==> src/sv/ffha_pkg.sv <==
package ffha_pkg;

   localparam int MAX_SEGMENTS = 64;
   localparam int PAGE_BYTES   = 4096;
   localparam int HEADER_BYTES = 12;
   localparam int MAX_PAGES    = 16;

   localparam int SEG_AW     = $clog2(MAX_SEGMENTS);
   localparam int CNT_W      = $clog2(MAX_SEGMENTS + 1);
   localparam int LEN_W      = 17;
   localparam int OFF_W      = 18;
   localparam int WIDE_W     = OFF_W + 1;
   localparam int PAGE_SHIFT = $clog2(PAGE_BYTES);
   localparam int PG_W       = 5;
   localparam int SIZE_W     = 16;
   localparam int ST_W       = 2;

   localparam logic FUNC_ALLOC = 1'b0;
   localparam logic FUNC_FREE  = 1'b1;

   localparam logic [ST_W-1:0] ST_OK      = 2'd0;
   localparam logic [ST_W-1:0] ST_BADSIZE = 2'd1;
   localparam logic [ST_W-1:0] ST_NOROOM  = 2'd2;
   localparam logic [ST_W-1:0] ST_IGNORED = 2'd3;

   typedef struct packed {
      logic             free;
      logic [LEN_W-1:0] len;
   } seg_type;

endpackage

==> src/sv/ffha_if.sv <==
interface ffha_req_if;
   logic                         valid;
   logic                         ready;
   logic                         func;
   logic [ffha_pkg::SIZE_W-1:0]  request_size;
   logic [ffha_pkg::SIZE_W-1:0]  block_address;
   modport source (output valid, func, request_size, block_address, input ready);
   modport sink   (input valid, func, request_size, block_address, output ready);
endinterface

interface ffha_rsp_if;
   logic                         valid;
   logic                         ready;
   logic [ffha_pkg::SIZE_W-1:0]  payload_offset;
   logic [ffha_pkg::ST_W-1:0]    status;
   modport source (output valid, payload_offset, status, input ready);
   modport sink   (input valid, payload_offset, status, output ready);
endinterface

interface ffha_csr_if;
   logic                       valid;
   logic                       ready;
   logic [ffha_pkg::PG_W-1:0]  data;
   modport source (output valid, data, input ready);
   modport sink   (input valid, data, output ready);
endinterface

==> src/sv/ffha_seg_ram.sv <==
module ffha_seg_ram #(
   parameter int DEPTH = 64,
   parameter int WIDTH = 18
) (
   input  logic                     clock,
   input  logic                     wr_en,
   input  logic [$clog2(DEPTH)-1:0] wr_addr,
   input  logic [WIDTH-1:0]         wr_data,
   input  logic [$clog2(DEPTH)-1:0] rd_addr,
   output logic [WIDTH-1:0]         rd_data
);

   logic [WIDTH-1:0] mem [DEPTH];
   logic [WIDTH-1:0] rd_data_ff;

   // one write, one registered read per cycle
   always_ff @(posedge clock) begin
      if (wr_en) begin
         mem[wr_addr] <= wr_data;
      end
      rd_data_ff <= mem[rd_addr];
   end

   assign rd_data = rd_data_ff;

endmodule

==> src/sv/ffha_adder.sv <==
module ffha_adder (
   input  logic [ffha_pkg::OFF_W-1:0] a,
   input  logic [ffha_pkg::OFF_W-1:0] b,
   input  logic                       add_hdr,
   output logic [ffha_pkg::OFF_W-1:0] sum
);

   // shared a + b (+ header) unit for offsets and merges
   assign sum = a + b
              + (add_hdr ? ffha_pkg::OFF_W'(ffha_pkg::HEADER_BYTES) : '0);

endmodule

==> src/sv/first_fit_heap_allocator_unit.sv <==
// channel   | dir | payload                               | handshake
// req_bus   | in  | func, request_size, block_address     | valid/ready
// rsp_bus   | out | payload_offset, status                | valid/ready
// csr_bus   | in  | data (heap_page_limit, 5 bits)        | valid/ready
// one request at a time; a walk over the segment table reads then checks each
// entry (registered ram read), and every entry moved by a split or merge
// takes a read state and a write state of its own.
// reset is synchronous; table contents need no clearing, the count bounds reads.
// a finished beat waits in the rsp register; req is taken again meanwhile.
module first_fit_heap_allocator_unit (
   input  logic       clock,
   input  logic       reset,
   ffha_req_if.sink   req_bus,
   ffha_rsp_if.source rsp_bus,
   ffha_csr_if.sink   csr_bus
);

   localparam logic [3:0] S_IDLE = 4'd0;
   localparam logic [3:0] S_RD   = 4'd1;
   localparam logic [3:0] S_CHK  = 4'd2;
   localparam logic [3:0] S_NXT  = 4'd3;
   localparam logic [3:0] S_MRG  = 4'd4;
   localparam logic [3:0] S_MRG2 = 4'd5;
   localparam logic [3:0] S_DNR  = 4'd6;
   localparam logic [3:0] S_DNW  = 4'd7;
   localparam logic [3:0] S_GROW = 4'd8;
   localparam logic [3:0] S_UPR  = 4'd9;
   localparam logic [3:0] S_UPW  = 4'd10;
   localparam logic [3:0] S_SPL  = 4'd11;
   localparam logic [3:0] S_SPL2 = 4'd12;
   localparam logic [3:0] S_DONE = 4'd13;

   localparam int CNT_W  = ffha_pkg::CNT_W;
   localparam int LEN_W  = ffha_pkg::LEN_W;
   localparam int OFF_W  = ffha_pkg::OFF_W;
   localparam int WIDE_W = ffha_pkg::WIDE_W;
   localparam int PG_W   = ffha_pkg::PG_W;
   localparam int AW     = ffha_pkg::SEG_AW;

   logic [3:0]                  state_ff, state_in;
   logic                        func_ff, func_in;
   logic [ffha_pkg::SIZE_W-1:0] size_ff, size_in;
   logic [ffha_pkg::SIZE_W-1:0] addr_ff, addr_in;
   logic [CNT_W-1:0]            idx_ff, idx_in;
   logic [CNT_W-1:0]            mov_ff, mov_in;
   logic [1:0]                  dist_ff, dist_in;
   logic [OFF_W-1:0]            off_ff, off_in;
   logic [CNT_W-1:0]            count_ff, count_in;
   logic [PG_W-1:0]             pages_ff, pages_in;
   logic [PG_W-1:0]             limit_ff, limit_in;
   logic [LEN_W-1:0]            prev_len_ff, prev_len_in;
   logic                        prev_free_ff, prev_free_in;
   logic [OFF_W-1:0]            prev_start_ff, prev_start_in;
   logic [LEN_W-1:0]            cur_len_ff, cur_len_in;
   logic [LEN_W-1:0]            next_len_ff, next_len_in;
   logic                        next_free_ff, next_free_in;
   logic [OFF_W-1:0]            res_off_ff, res_off_in;
   logic [ffha_pkg::ST_W-1:0]   res_st_ff, res_st_in;
   logic                        rsp_valid_ff, rsp_valid_in;
   logic [ffha_pkg::SIZE_W-1:0] rsp_off_ff, rsp_off_in;
   logic [ffha_pkg::ST_W-1:0]   rsp_st_ff, rsp_st_in;

   ffha_pkg::seg_type rd_seg, wr_seg;
   logic [$bits(ffha_pkg::seg_type)-1:0] rd_raw;
   logic              wr_en;
   logic [CNT_W-1:0]  wr_idx, rd_idx;
   logic [OFF_W-1:0]  add_a, add_b, add_sum;
   logic              add_hdr;

   // table memory
   ffha_seg_ram #(
      .DEPTH (ffha_pkg::MAX_SEGMENTS),
      .WIDTH ($bits(ffha_pkg::seg_type))
   ) u_ram (
      .clock   (clock),
      .wr_en   (wr_en),
      .wr_addr (wr_idx[AW-1:0]),
      .wr_data (wr_seg),
      .rd_addr (rd_idx[AW-1:0]),
      .rd_data (rd_raw)
   );
   assign rd_seg = ffha_pkg::seg_type'(rd_raw);

   // shared adder
   ffha_adder u_add (
      .a       (add_a),
      .b       (add_b),
      .add_hdr (add_hdr),
      .sum     (add_sum)
   );

   // derived values
   logic [LEN_W-1:0]  need;
   logic              match;
   logic              fits;
   logic              add_seg;
   logic [LEN_W-1:0]  base;
   logic [WIDE_W-1:0] extra, pages_need, pg_total, limit_eff;
   logic [LEN_W-1:0]  new_len, rest;
   logic              grow_fail;

   always_comb begin
      need  = LEN_W'(size_ff) + LEN_W'(ffha_pkg::HEADER_BYTES);
      match = !rd_seg.free
            && (off_ff + OFF_W'(ffha_pkg::HEADER_BYTES)) == OFF_W'(addr_ff);
      fits  = rd_seg.free && (rd_seg.len >= need);
      add_seg = (count_ff == '0) || !prev_free_ff;
      base  = add_seg ? LEN_W'(ffha_pkg::PAGE_BYTES - ffha_pkg::HEADER_BYTES)
                      : prev_len_ff;
      extra = '0;
      if (base < need) begin
         extra = (WIDE_W'(need) - WIDE_W'(base) + WIDE_W'(ffha_pkg::PAGE_BYTES - 1))
               >> ffha_pkg::PAGE_SHIFT;
      end
      pages_need = extra + WIDE_W'(add_seg);
      pg_total   = pages_need + WIDE_W'(pages_ff);
      limit_eff  = (limit_ff < PG_W'(ffha_pkg::MAX_PAGES)) ? WIDE_W'(limit_ff)
                                                           : WIDE_W'(ffha_pkg::MAX_PAGES);
      grow_fail  = (WIDE_W'(count_ff) + WIDE_W'(add_seg) + WIDE_W'(1)
                      > WIDE_W'(ffha_pkg::MAX_SEGMENTS))
                 || (pg_total > limit_eff);
      new_len    = LEN_W'(WIDE_W'(base) + (extra << ffha_pkg::PAGE_SHIFT));
      rest       = cur_len_ff - LEN_W'(size_ff) - LEN_W'(ffha_pkg::HEADER_BYTES);
   end

   // adder operand select
   always_comb begin
      add_a   = off_ff;
      add_b   = OFF_W'(rd_seg.len);
      add_hdr = 1'b1;
      case (state_ff)
         S_MRG: begin
            add_a = OFF_W'(cur_len_ff);
            add_b = OFF_W'(next_len_ff);
         end
         S_MRG2: begin
            add_a = OFF_W'(prev_len_ff);
            add_b = OFF_W'(cur_len_ff);
         end
         default: begin
            add_hdr = 1'b1;
         end
      endcase
   end

   // memory port select
   always_comb begin
      rd_idx = idx_ff;
      wr_en  = 1'b0;
      wr_idx = idx_ff;
      wr_seg = rd_seg;
      case (state_ff)
         S_CHK:  rd_idx = idx_ff + CNT_W'(1);
         S_UPR:  rd_idx = mov_ff - CNT_W'(1);
         S_DNR:  rd_idx = mov_ff;
         S_UPW: begin
            wr_en  = 1'b1;
            wr_idx = mov_ff;
         end
         S_DNW: begin
            wr_en  = 1'b1;
            wr_idx = mov_ff - CNT_W'(dist_ff);
         end
         S_MRG2: begin
            wr_en = 1'b1;
            if (prev_free_ff) begin
               wr_idx = idx_ff - CNT_W'(1);
               wr_seg = '{free: 1'b1, len: add_sum[LEN_W-1:0]};
            end else begin
               wr_seg = '{free: 1'b1, len: cur_len_ff};
            end
         end
         S_SPL: begin
            wr_en  = 1'b1;
            wr_idx = idx_ff + CNT_W'(1);
            wr_seg = '{free: 1'b1, len: rest};
         end
         S_SPL2: begin
            wr_en  = 1'b1;
            wr_seg = '{free: 1'b0, len: LEN_W'(size_ff)};
         end
         default: rd_idx = idx_ff;
      endcase
   end

   // sequencer
   always_comb begin
      state_in      = state_ff;
      func_in       = func_ff;
      size_in       = size_ff;
      addr_in       = addr_ff;
      idx_in        = idx_ff;
      mov_in        = mov_ff;
      dist_in       = dist_ff;
      off_in        = off_ff;
      count_in      = count_ff;
      pages_in      = pages_ff;
      limit_in      = limit_ff;
      prev_len_in   = prev_len_ff;
      prev_free_in  = prev_free_ff;
      prev_start_in = prev_start_ff;
      cur_len_in    = cur_len_ff;
      next_len_in   = next_len_ff;
      next_free_in  = next_free_ff;
      res_off_in    = res_off_ff;
      res_st_in     = res_st_ff;
      rsp_valid_in  = rsp_valid_ff;
      rsp_off_in    = rsp_off_ff;
      rsp_st_in     = rsp_st_ff;

      if (csr_bus.valid) begin
         limit_in = csr_bus.data;
      end
      if (rsp_valid_ff && rsp_bus.ready) begin
         rsp_valid_in = 1'b0;
      end

      case (state_ff)
         S_IDLE: begin
            if (req_bus.valid) begin
               func_in      = req_bus.func;
               size_in      = req_bus.request_size;
               addr_in      = req_bus.block_address;
               idx_in       = '0;
               off_in       = '0;
               prev_free_in = 1'b0;
               prev_len_in  = '0;
               res_off_in   = '0;
               res_st_in    = ffha_pkg::ST_OK;
               if (req_bus.func == ffha_pkg::FUNC_ALLOC && req_bus.request_size == '0) begin
                  res_st_in = ffha_pkg::ST_BADSIZE;
                  state_in  = S_DONE;
               end else begin
                  state_in  = S_RD;
               end
            end
         end
         S_RD: begin
            if (idx_ff == count_ff) begin
               if (func_ff == ffha_pkg::FUNC_ALLOC) begin
                  state_in = S_GROW;
               end else begin
                  res_st_in = ffha_pkg::ST_IGNORED;
                  state_in  = S_DONE;
               end
            end else begin
               state_in = S_CHK;
            end
         end
         S_CHK: begin
            if (func_ff == ffha_pkg::FUNC_ALLOC && fits) begin
               if (count_ff >= CNT_W'(ffha_pkg::MAX_SEGMENTS)) begin
                  res_st_in = ffha_pkg::ST_NOROOM;
                  state_in  = S_DONE;
               end else begin
                  cur_len_in = rd_seg.len;
                  res_off_in = off_ff + OFF_W'(ffha_pkg::HEADER_BYTES);
                  mov_in     = count_ff;
                  count_in   = count_ff + CNT_W'(1);
                  state_in   = S_UPR;
               end
            end else if (func_ff == ffha_pkg::FUNC_FREE && match) begin
               cur_len_in = rd_seg.len;
               if (idx_ff + CNT_W'(1) < count_ff) begin
                  state_in = S_NXT;
               end else begin
                  next_free_in = 1'b0;
                  state_in     = S_MRG;
               end
            end else begin
               prev_len_in   = rd_seg.len;
               prev_free_in  = rd_seg.free;
               prev_start_in = off_ff;
               off_in        = add_sum;
               idx_in        = idx_ff + CNT_W'(1);
               state_in      = S_RD;
            end
         end
         S_NXT: begin
            next_len_in  = rd_seg.len;
            next_free_in = rd_seg.free;
            state_in     = S_MRG;
         end
         S_MRG: begin
            if (next_free_ff) begin
               cur_len_in = add_sum[LEN_W-1:0];
            end
            state_in = S_MRG2;
         end
         S_MRG2: begin
            dist_in  = 2'(prev_free_ff) + 2'(next_free_ff);
            mov_in   = idx_ff + CNT_W'(1) + CNT_W'(next_free_ff);
            state_in = S_DNR;
         end
         S_DNR: begin
            if (mov_ff >= count_ff) begin
               count_in = count_ff - CNT_W'(dist_ff);
               state_in = S_DONE;
            end else begin
               state_in = S_DNW;
            end
         end
         S_DNW: begin
            mov_in   = mov_ff + CNT_W'(1);
            state_in = S_DNR;
         end
         S_GROW: begin
            if (grow_fail) begin
               res_st_in = ffha_pkg::ST_NOROOM;
               state_in  = S_DONE;
            end else begin
               cur_len_in = new_len;
               pages_in   = PG_W'(pg_total);
               if (add_seg) begin
                  idx_in     = count_ff;
                  res_off_in = off_ff + OFF_W'(ffha_pkg::HEADER_BYTES);
               end else begin
                  idx_in     = count_ff - CNT_W'(1);
                  res_off_in = prev_start_ff + OFF_W'(ffha_pkg::HEADER_BYTES);
               end
               count_in = count_ff + CNT_W'(add_seg) + CNT_W'(1);
               state_in = S_SPL;
            end
         end
         S_UPR: begin
            if (mov_ff == idx_ff + CNT_W'(1)) begin
               state_in = S_SPL;
            end else begin
               state_in = S_UPW;
            end
         end
         S_UPW: begin
            mov_in   = mov_ff - CNT_W'(1);
            state_in = S_UPR;
         end
         S_SPL:  state_in = S_SPL2;
         S_SPL2: state_in = S_DONE;
         S_DONE: begin
            if (!rsp_valid_ff || rsp_bus.ready) begin
               rsp_valid_in = 1'b1;
               rsp_off_in   = res_off_ff[ffha_pkg::SIZE_W-1:0];
               rsp_st_in    = res_st_ff;
               state_in     = S_IDLE;
            end
         end
         default: state_in = S_IDLE;
      endcase
   end

   // registers
   always_ff @(posedge clock) begin
      if (reset) begin
         state_ff     <= S_IDLE;
         count_ff     <= '0;
         pages_ff     <= '0;
         limit_ff     <= PG_W'(16);
         rsp_valid_ff <= 1'b0;
      end else begin
         state_ff     <= state_in;
         count_ff     <= count_in;
         pages_ff     <= pages_in;
         limit_ff     <= limit_in;
         rsp_valid_ff <= rsp_valid_in;
      end
      func_ff       <= func_in;
      size_ff       <= size_in;
      addr_ff       <= addr_in;
      idx_ff        <= idx_in;
      mov_ff        <= mov_in;
      dist_ff       <= dist_in;
      off_ff        <= off_in;
      prev_len_ff   <= prev_len_in;
      prev_free_ff  <= prev_free_in;
      prev_start_ff <= prev_start_in;
      cur_len_ff    <= cur_len_in;
      next_len_ff   <= next_len_in;
      next_free_ff  <= next_free_in;
      res_off_ff    <= res_off_in;
      res_st_ff     <= res_st_in;
      rsp_off_ff    <= rsp_off_in;
      rsp_st_ff     <= rsp_st_in;
   end

   assign req_bus.ready          = (state_ff == S_IDLE);
   assign csr_bus.ready          = 1'b1;
   assign rsp_bus.valid          = rsp_valid_ff;
   assign rsp_bus.payload_offset = rsp_off_ff;
   assign rsp_bus.status         = rsp_st_ff;

endmodule

==> src/flat_wrapper.sv <==
// flat-port wrapper written by rule: the top's interface ports become plain ports
module first_fit_heap_allocator_unit_flat 
  (clock, reset, req_bus_valid, req_bus_func, req_bus_request_size, req_bus_block_address, req_bus_ready, rsp_bus_valid, rsp_bus_payload_offset, rsp_bus_status, rsp_bus_ready, csr_bus_valid, csr_bus_data, csr_bus_ready);
  ffha_req_if req_bus_i ();
  ffha_rsp_if rsp_bus_i ();
  ffha_csr_if csr_bus_i ();
  input  logic clock;
  input  logic reset;
  input wire logic [$bits(req_bus_i.valid)-1:0] req_bus_valid;
  input wire logic [$bits(req_bus_i.func)-1:0] req_bus_func;
  input wire logic [$bits(req_bus_i.request_size)-1:0] req_bus_request_size;
  input wire logic [$bits(req_bus_i.block_address)-1:0] req_bus_block_address;
  output wire logic [$bits(req_bus_i.ready)-1:0] req_bus_ready;
  output wire logic [$bits(rsp_bus_i.valid)-1:0] rsp_bus_valid;
  output wire logic [$bits(rsp_bus_i.payload_offset)-1:0] rsp_bus_payload_offset;
  output wire logic [$bits(rsp_bus_i.status)-1:0] rsp_bus_status;
  input wire logic [$bits(rsp_bus_i.ready)-1:0] rsp_bus_ready;
  input wire logic [$bits(csr_bus_i.valid)-1:0] csr_bus_valid;
  input wire logic [$bits(csr_bus_i.data)-1:0] csr_bus_data;
  output wire logic [$bits(csr_bus_i.ready)-1:0] csr_bus_ready;
  assign req_bus_i.valid = req_bus_valid;
  assign req_bus_i.func = req_bus_func;
  assign req_bus_i.request_size = req_bus_request_size;
  assign req_bus_i.block_address = req_bus_block_address;
  assign req_bus_ready = req_bus_i.ready;
  assign rsp_bus_valid = rsp_bus_i.valid;
  assign rsp_bus_payload_offset = rsp_bus_i.payload_offset;
  assign rsp_bus_status = rsp_bus_i.status;
  assign rsp_bus_i.ready = rsp_bus_ready;
  assign csr_bus_i.valid = csr_bus_valid;
  assign csr_bus_i.data = csr_bus_data;
  assign csr_bus_ready = csr_bus_i.ready;
  first_fit_heap_allocator_unit u_core (.clock(clock), .reset(reset), .req_bus(req_bus_i), .rsp_bus(rsp_bus_i), .csr_bus(csr_bus_i));
endmodule
==> config.mk <==
export PLATFORM = sky130hd
export DESIGN_NAME = first_fit_heap_allocator_unit_flat
export DESIGN_NICKNAME = d
export VERILOG_FILES = /design/src/sv/ffha_pkg.sv /design/src/sv/ffha_if.sv /design/src/sv/ffha_seg_ram.sv /design/src/sv/ffha_adder.sv /design/src/sv/first_fit_heap_allocator_unit.sv /design/src/flat_wrapper.sv
export SDC_FILE = /design/constraint.sdc
export NUM_CORES = 2
export LEC_CHECK = 0
export ABC_AREA = 1
export BUFFER_PORTS_ARGS = -buffer_cell sky130_fd_sc_hd__buf_2
export CORE_MARGIN = 2
export CORE_UTILIZATION = 25
export DETAILED_ROUTE_END_ITERATION = 7
export GPL_TIMING_DRIVEN = 0
export PLACE_DENSITY = 0.46
export SLEW_MARGIN = 20
export SYNTH_ARGS = -nofsm -noshare
export SYNTH_HDL_FRONTEND = slang
export SYNTH_HIERARCHICAL = 1
export SYNTH_SLANG_ARGS = --single-unit
==> constraint.sdc <==
create_clock -name clock -period 11.55 [get_ports clock]
set_input_delay 2.8875 -clock clock [delete_from_list [all_inputs] [get_ports clock]]
set_output_delay 2.8875 -clock clock [all_outputs]
set_load 0.01 [all_outputs]
Word-level counts from Yosys, hierarchy flattened. Memories as Yosys holds them, arrays and structs flattened. A register that Yosys moved wholly into a read port is not among the register bits. Index checks and enable logic that the tools add are counted.

Register bits after elaboration: 194. Latch bits: 0. RAM bits: 1152. Bits in read-only memories: 0. Input bits: 43. Output and inout bits: 21. Word-level logic and storage cells: 210. Memories kept: 1.

Memories: u_core.u_ram.mem (depth 64, width 18, read ports 1, clocked after memory_dff 1, wr ports 1, line ffha_seg_ram.sv:13) `logic [WIDTH-1:0] mem [DEPTH];`.

Add/subtract/negate cells: 26. Multiply operators: 0. Div/mod/pow operators: 0. $lt $le $gt $ge: 8. Equality and inequality tests: 33. Shifts and indexed selects: 0. Multiplexer cells: 78. Bitwise logic cells: 5. Reductions and logical operators: 37.

Operator list (count): 2-to-1 mux 17 bit (10); 2-to-1 mux 7 bit (12); case mux 18 bit (2 select lines) (2); case mux 17 bit (2 select lines) (2); 2-to-1 mux 16 bit (4); 2-to-1 mux 18 bit (3); case mux 18 bit (3 select lines) (1); case mux 4 bit (13 select lines) (1); case mux 17 bit (3 select lines) (1); case mux 16 bit (3 select lines) (1); case mux 7 bit (3 select lines) (2); adder 18 x 4 -> 18 bit, second input constant (2); adder 7 x 1 -> 7 bit, second input constant (4); case mux 7 bit (4 select lines) (1); == test 4 bit, second input constant (6); 2-to-1 mux 4 bit (6); case mux 6 bit (4 select lines) (1); AND reduction 5 bit (4); adder 19 x 1 -> 19 bit, second input constant (1); adder 19 x 12 -> 19 bit, second input constant (1); adder 19 x 5 -> 19 bit (1); greater-than comparator 19 bit (1); greater-than comparator 19 x 7 -> 1 bit, second input constant (1); adder 18 x 17 -> 18 bit (1); 52 further kinds (118).

Logic depth before layout (Yosys ltp).
Depth after elaboration: 12. Mapped depth: 45. Mapped depth without buffers: 43.

Modules after synthesis. Netlist, hierarchy kept.

By module, submodules not included: ffha_seg_ram (times used 1, cells an instance 3960, area an instance 47289.1 um^2, seq. area each 34953.5 um^2); first_fit_heap_allocator_unit (times used 1, cells an instance 1930, area an instance 14973.1 um^2, seq. area each 5605.4 um^2); ffha_adder (times used 1, cells an instance 220, area an instance 1280.0 um^2, seq. area each 0.0 um^2).

Worst setup path after synthesis. Ideal clock, no wire load.

Path kind: reg2reg. From: register u_core.count_ff[1]. To: register u_core.res_off_ff[0], enable pin. Library setup time: 0.387 ns. Data arrival time: 6.312 ns. Setup slack: 4.851 ns. Cell stages (with the launch flop): 44. Path buffers: 2. Period minus slack after synthesis: 6.699 ns. Cells stage by stage: dfxtp_1 > inv_1 > ha_1 > nand2_2 > nor2_4 > nand2_8 > nand2_4 > clkbuf_1 > nor2_1 > ha_1 > inv_1 > fa_1 > nand2_1 > nand2_1 > nand3b_1 > nand2_1 > inv_1 > nor2_1 > (+8 left out) > fa_1 > inv_1 > a21oi_1 > nor2_1 > nor2_1 > xor2_1 > inv_1 > ha_1 > a21oi_1 > o21ai_0 > o21ai_0 > nand3_1 > nor2_2 > nand3_2 > nand2_2 > buf_6 > nand2_1 > nor3_2.

Longest elaborated chain between the ends: 12. Elaborated cells between the ends (all ways): 18. Those cells by class: add/sub: 6; order compare: 4; eq/ne: 2; mux: 2; reduce/logical: 4.

Ends and longest elaborated chain: start: declaration (line first_fit_heap_allocator_unit.sv:48) `logic [CNT_W-1:0] count_ff, count_in;`; start signal: assignment (line first_fit_heap_allocator_unit.sv:360) `count_ff <= count_in;`; logical NOT 7 bit * (line first_fit_heap_allocator_unit.sv:107) `add_seg = (count_ff == '0) || !prev_free_ff;`; logical OR 1 bit * (line first_fit_heap_allocator_unit.sv:107); 2-to-1 mux 17 bit (line first_fit_heap_allocator_unit.sv:108) `base = add_seg ? LEN_W'(ffha_pkg::PAGE_BYTES - ffha_pkg::HEADER_BYTES)`; subtractor 17 x 17 -> 18 bit (line first_fit_heap_allocator_unit.sv:112) `extra = (WIDE_W'(need) - WIDE_W'(base) + WIDE_W'(ffha_pkg::PAGE_BYTES - 1))`; adder 19 x 12 -> 19 bit (line first_fit_heap_allocator_unit.sv:112); 2-to-1 mux 7 bit (line first_fit_heap_allocator_unit.sv:111) `if (base < need) begin`; adder 7 x 1 -> 8 bit * (line first_fit_heap_allocator_unit.sv:115) `pages_need = extra + WIDE_W'(add_seg);`; adder 19 x 5 -> 19 bit * (line first_fit_heap_allocator_unit.sv:116) `pg_total = pages_need + WIDE_W'(pages_ff);`; via u_core.pg_total[4] (line first_fit_heap_allocator_unit.sv:98) `logic [WIDE_W-1:0] extra, pages_need, pg_total, limit_eff;`; greater-than comparator 19 bit * (line first_fit_heap_allocator_unit.sv:121) `|| (pg_total > limit_eff);`; logical OR 1 bit * (line first_fit_heap_allocator_unit.sv:121); != test 2 bit (no source line) *; AND reduction 5 bit (no source line) *; end signal: assignment (line first_fit_heap_allocator_unit.sv:378) `res_off_ff <= res_off_in;`; end: declaration (line first_fit_heap_allocator_unit.sv:57) `logic [OFF_W-1:0] res_off_ff, res_off_in;`.

The timed path passes the listed nets; every way through them passes the cells marked *. A chain may end at the register's enable or synchronous reset.

Worst setup path after layout.
From: register u_core.count_ff[1]. To: register u_core.res_off_ff[1], enable pin.

The elaborated chain is that of the path after synthesis.

==> qor.yml <==
outcome: "completed"
fmax_mhz: 107
synthArstFlopShare_pct: 0
arrival_ns: 9.72
critPathMaxStageDelay_ns: 0.83
layout.nets: 6662
antenna_found_initial: 20
rows: 185
crit_type: "register to register"
die-area_um2: 258000
cts_hold_buffers: 0
whs_ns: 0.420
synth-main-ff-cell: "edfxtp_1"
cts.path.max_buffers: 3
htreeDepth: 4
pwr_density_cell_nw_per_um2: 296
min_to: "u_core/rsp_bus.payload_offset[11]"
multi_input_area_um2: 20500
layout_common_cells: "nand2_1, edfxtp_1, nand3_1"
gr-usage-all-layers_pct: 18.3
drv_cap: 0
cpMaxStageDelayCell: "clkbuf_1"
wl_um: 241000
dr.pass1.iters: 6
min-delay-start: "u_core/res_off_ff[11]"
worst_slack_ns: 2.23
reg2reg_depth: 43
core-area_um2: 253000
synth_seq_cells: 1364
swShare_pct: 47.1
grt_pass1_wl_um: 339000
synth_edf_count: 1324
post-route-drc-count: 0
syn_area_per_cell_um2: 10.4
grt_max_degree: 42
hpwl_um: 180000
fillers: 26000
yosysUniqueCellTypes: 60
setup-tns-final_ns: 0
r2r_end: "u_core/res_off_ff[1]"
vias: 48000
area_delta_synth_final_pct: 20.0
port_buffers: 62
cp-start-kind: "register"
cts_root_buffer: "clkbuf_16"
end_kind: "register"
seq_area_um2: 40600
layout_commonest_cell: "nand2_1"
worst_pin_slew_ns: 1.21
cts_tree: "yes"
avgRoutedWirePerCell_um: 24.3
slew_headroom_pct: 18.3
crit_start: "u_core/count_ff[1]"
rsz0062_at_grt: "false"
total_power_mw: 22.6
power_leakage_nw: 28.5
die_h_um: 508
hold_viol: 0
setup_viol: 0
post-route-min-period_ns: 9.32
num_io_pins: 64
fin_crit_sh_pct: 80.7
drt_iter0_drc: 5303
die_w_um: 508
gp_congestion: 0.941
grt-ovfl-total: 0
ys_warn_count: 6
critPathMaxFanout: 16
via_per_inst: 4.82
p_seq_share_pct: 29.4
slew_violations: 0
path_common_cell: "nand2_1"
ir_drop_mv: 0.180
intPower_mw: 11.9
r2r_start: "u_core/count_ff[1]"
clk_latency_ns: 0.82
yosysSeqAreaShare_pct: 63.8
hold_depth: 0
cts.clk_slew.worst_paths_ns: 0.06
grt_pass1_vias: 45500
power.switching_mw: 10.6
p_clk_share_pct: 20.1
dp_slack_ns: 2.25
comb_power_share_pct: 50.5
clkSinkCount: 1364
post-cts-setup-buffers: 0
cts_resized: 0
synthesis.area_um2: 63500
cts-buffers-inserted: 148
initial_core_util_pct: 25.1
hold_class: "register to register"
fin_worst_skew_ns: 0.0665
syn_inst: 6110
drive_above_1_share_pct: 12.0
cp_data_required_time_ns: 11.95
antenna_left: 0
r2r_slack_ns: 2.23
==> flip-flops by register name, indices dropped and copies added, names as in the netlist, 2 cells and up <==
signal                         count
u_core/addr_ff                    16
u_core/count_ff                    7
u_core/cur_len_ff                 17
u_core/dist_ff                     2
u_core/idx_ff                      7
u_core/limit_ff                    5
u_core/mov_ff                      7
u_core/next_len_ff                17
u_core/off_ff                     18
u_core/pages_ff                    5
u_core/prev_len_ff                17
u_core/prev_start_ff              16
u_core/res_off_ff                 16
u_core/res_st_ff                   2
u_core/rsp_bus.payload_offset     16
u_core/rsp_bus.status              2
u_core/size_ff                    16
u_core/state_ff                    4
u_core/u_ram/mem                1152
u_core/u_ram/rd_data              18
==> metal layers <==
metal / global-route usage [%] / share of wire [%] / up-vias
met5: 0 / 0.023 / -
met4: 5.55 / 3.0 / 4
met3: 2.74 / 6.9 / 328
met2: 29.3 / 46 / 1845
met1: 25.5 / 44 / 23900
li1: - / - / 21900
==> cell usage after synthesis (24+ instances only) <==
master | number | area [µm²]
nand2_1 | 1974 | 7410
edfxtp_1 | 1324 | 39800
nand3_1 | 1078 | 5400
inv_1 | 354 | 1330
nor2_1 | 272 | 1020
ha_1 | 140 | 1750
buf_2 | 119 | 596
a21oi_1 | 111 | 556
o21ai_0 | 99 | 495
clkbuf_1 | 69 | 259
buf_6 | 56 | 631
dfxtp_1 | 40 | 801
xor2_1 | 37 | 324
nand4_1 | 35 | 219
nand2_2 | 34 | 213
o211ai_1 | 34 | 255
nor3_1 | 32 | 160
buf_1 | 30 | 113
buf_4 | 25 | 188
o2111ai_1 | 24 | 210
xnor2_1 | 24 | 210
==> cells by family after synthesis <==
group,synth area share (%)
other,0.0118
adders and majority gates,3.07
AOI/OAI and AO/OA,3.51
buffers and inverters,5.08
xor gates and xnor gates,0.866
and+or+nand+nor,23.6
DFF,63.8
==> final cells by class <==
| class | count | area share, % |
|---|---|---|
| well taps | 3366 | 5.52 |
| inverters | 379 | 1.89 |
| clock buffers | 198 | 5.14 |
| flip-flops and latches | 1364 | 53.2 |
| repair buffers | 207 | 4.29 |
| diodes | 4 | 0.0131 |
| multi-input cells | 4070 | 26.8 |
| plain buffers | 299 | 2.34 |
| clock inverters | 68 | 0.778 |
==> worst max-delay path, delay by kind of cell, from the launching register on <==
family          cells  cell delay [ns]
flops               1             0.61
simple gates       27             4.11
buf+inv             6             1.64
xor+xnor            1             0.14
fa+ha+maj           5             2.01
compound gates      4             0.41
==> power by group through the flow <==
stage / combinational, mW / clock (mW) / sequential [mW]
finish: 11.4 / 4.53 / 6.64
global placement: 10.5 / 0 / 7.07
detailed placement: 11.2 / 0 / 6.74
CTS: 11.3 / 4.62 / 6.64
floorplan: 6.05 / 0 / 6.71
global route: 12.2 / 4.81 / 6.66
==> stage by stage <==
| step | std cells | utilization [%] | instance area (µm²) |
|---|---|---|---|
| global route | 9952 | 30.1 | 76300 |
| detailed placement | 9685 | 28.3 | 71700 |
| floorplan | 6112 | - | 63500 |
| global placement | 9540 | 26.9 | 68100 |
| CTS | 9951 | 30.1 | 76300 |
| finish | 9955 | 30.1 | 76300 |
==> worst max-delay path by stage <==
stage | cells past startpoint | slack [ns] | end
2_1_floorplan | 43 | 4.85 | u_core/res_off_ff[0]
6_report | 43 | 2.23 | u_core/res_off_ff[1]
3_3_place_gp | 7 | 0.91 | u_core/u_ram/mem[2][2]
5_1_grt | 41 | 1.49 | u_core/res_off_ff[1]
4_1_cts | 41 | 2.22 | u_core/res_off_ff[4]
3_5_place_dp | 41 | 2.25 | u_core/res_off_ff[15]
Power figures use the tool's default switching activity.
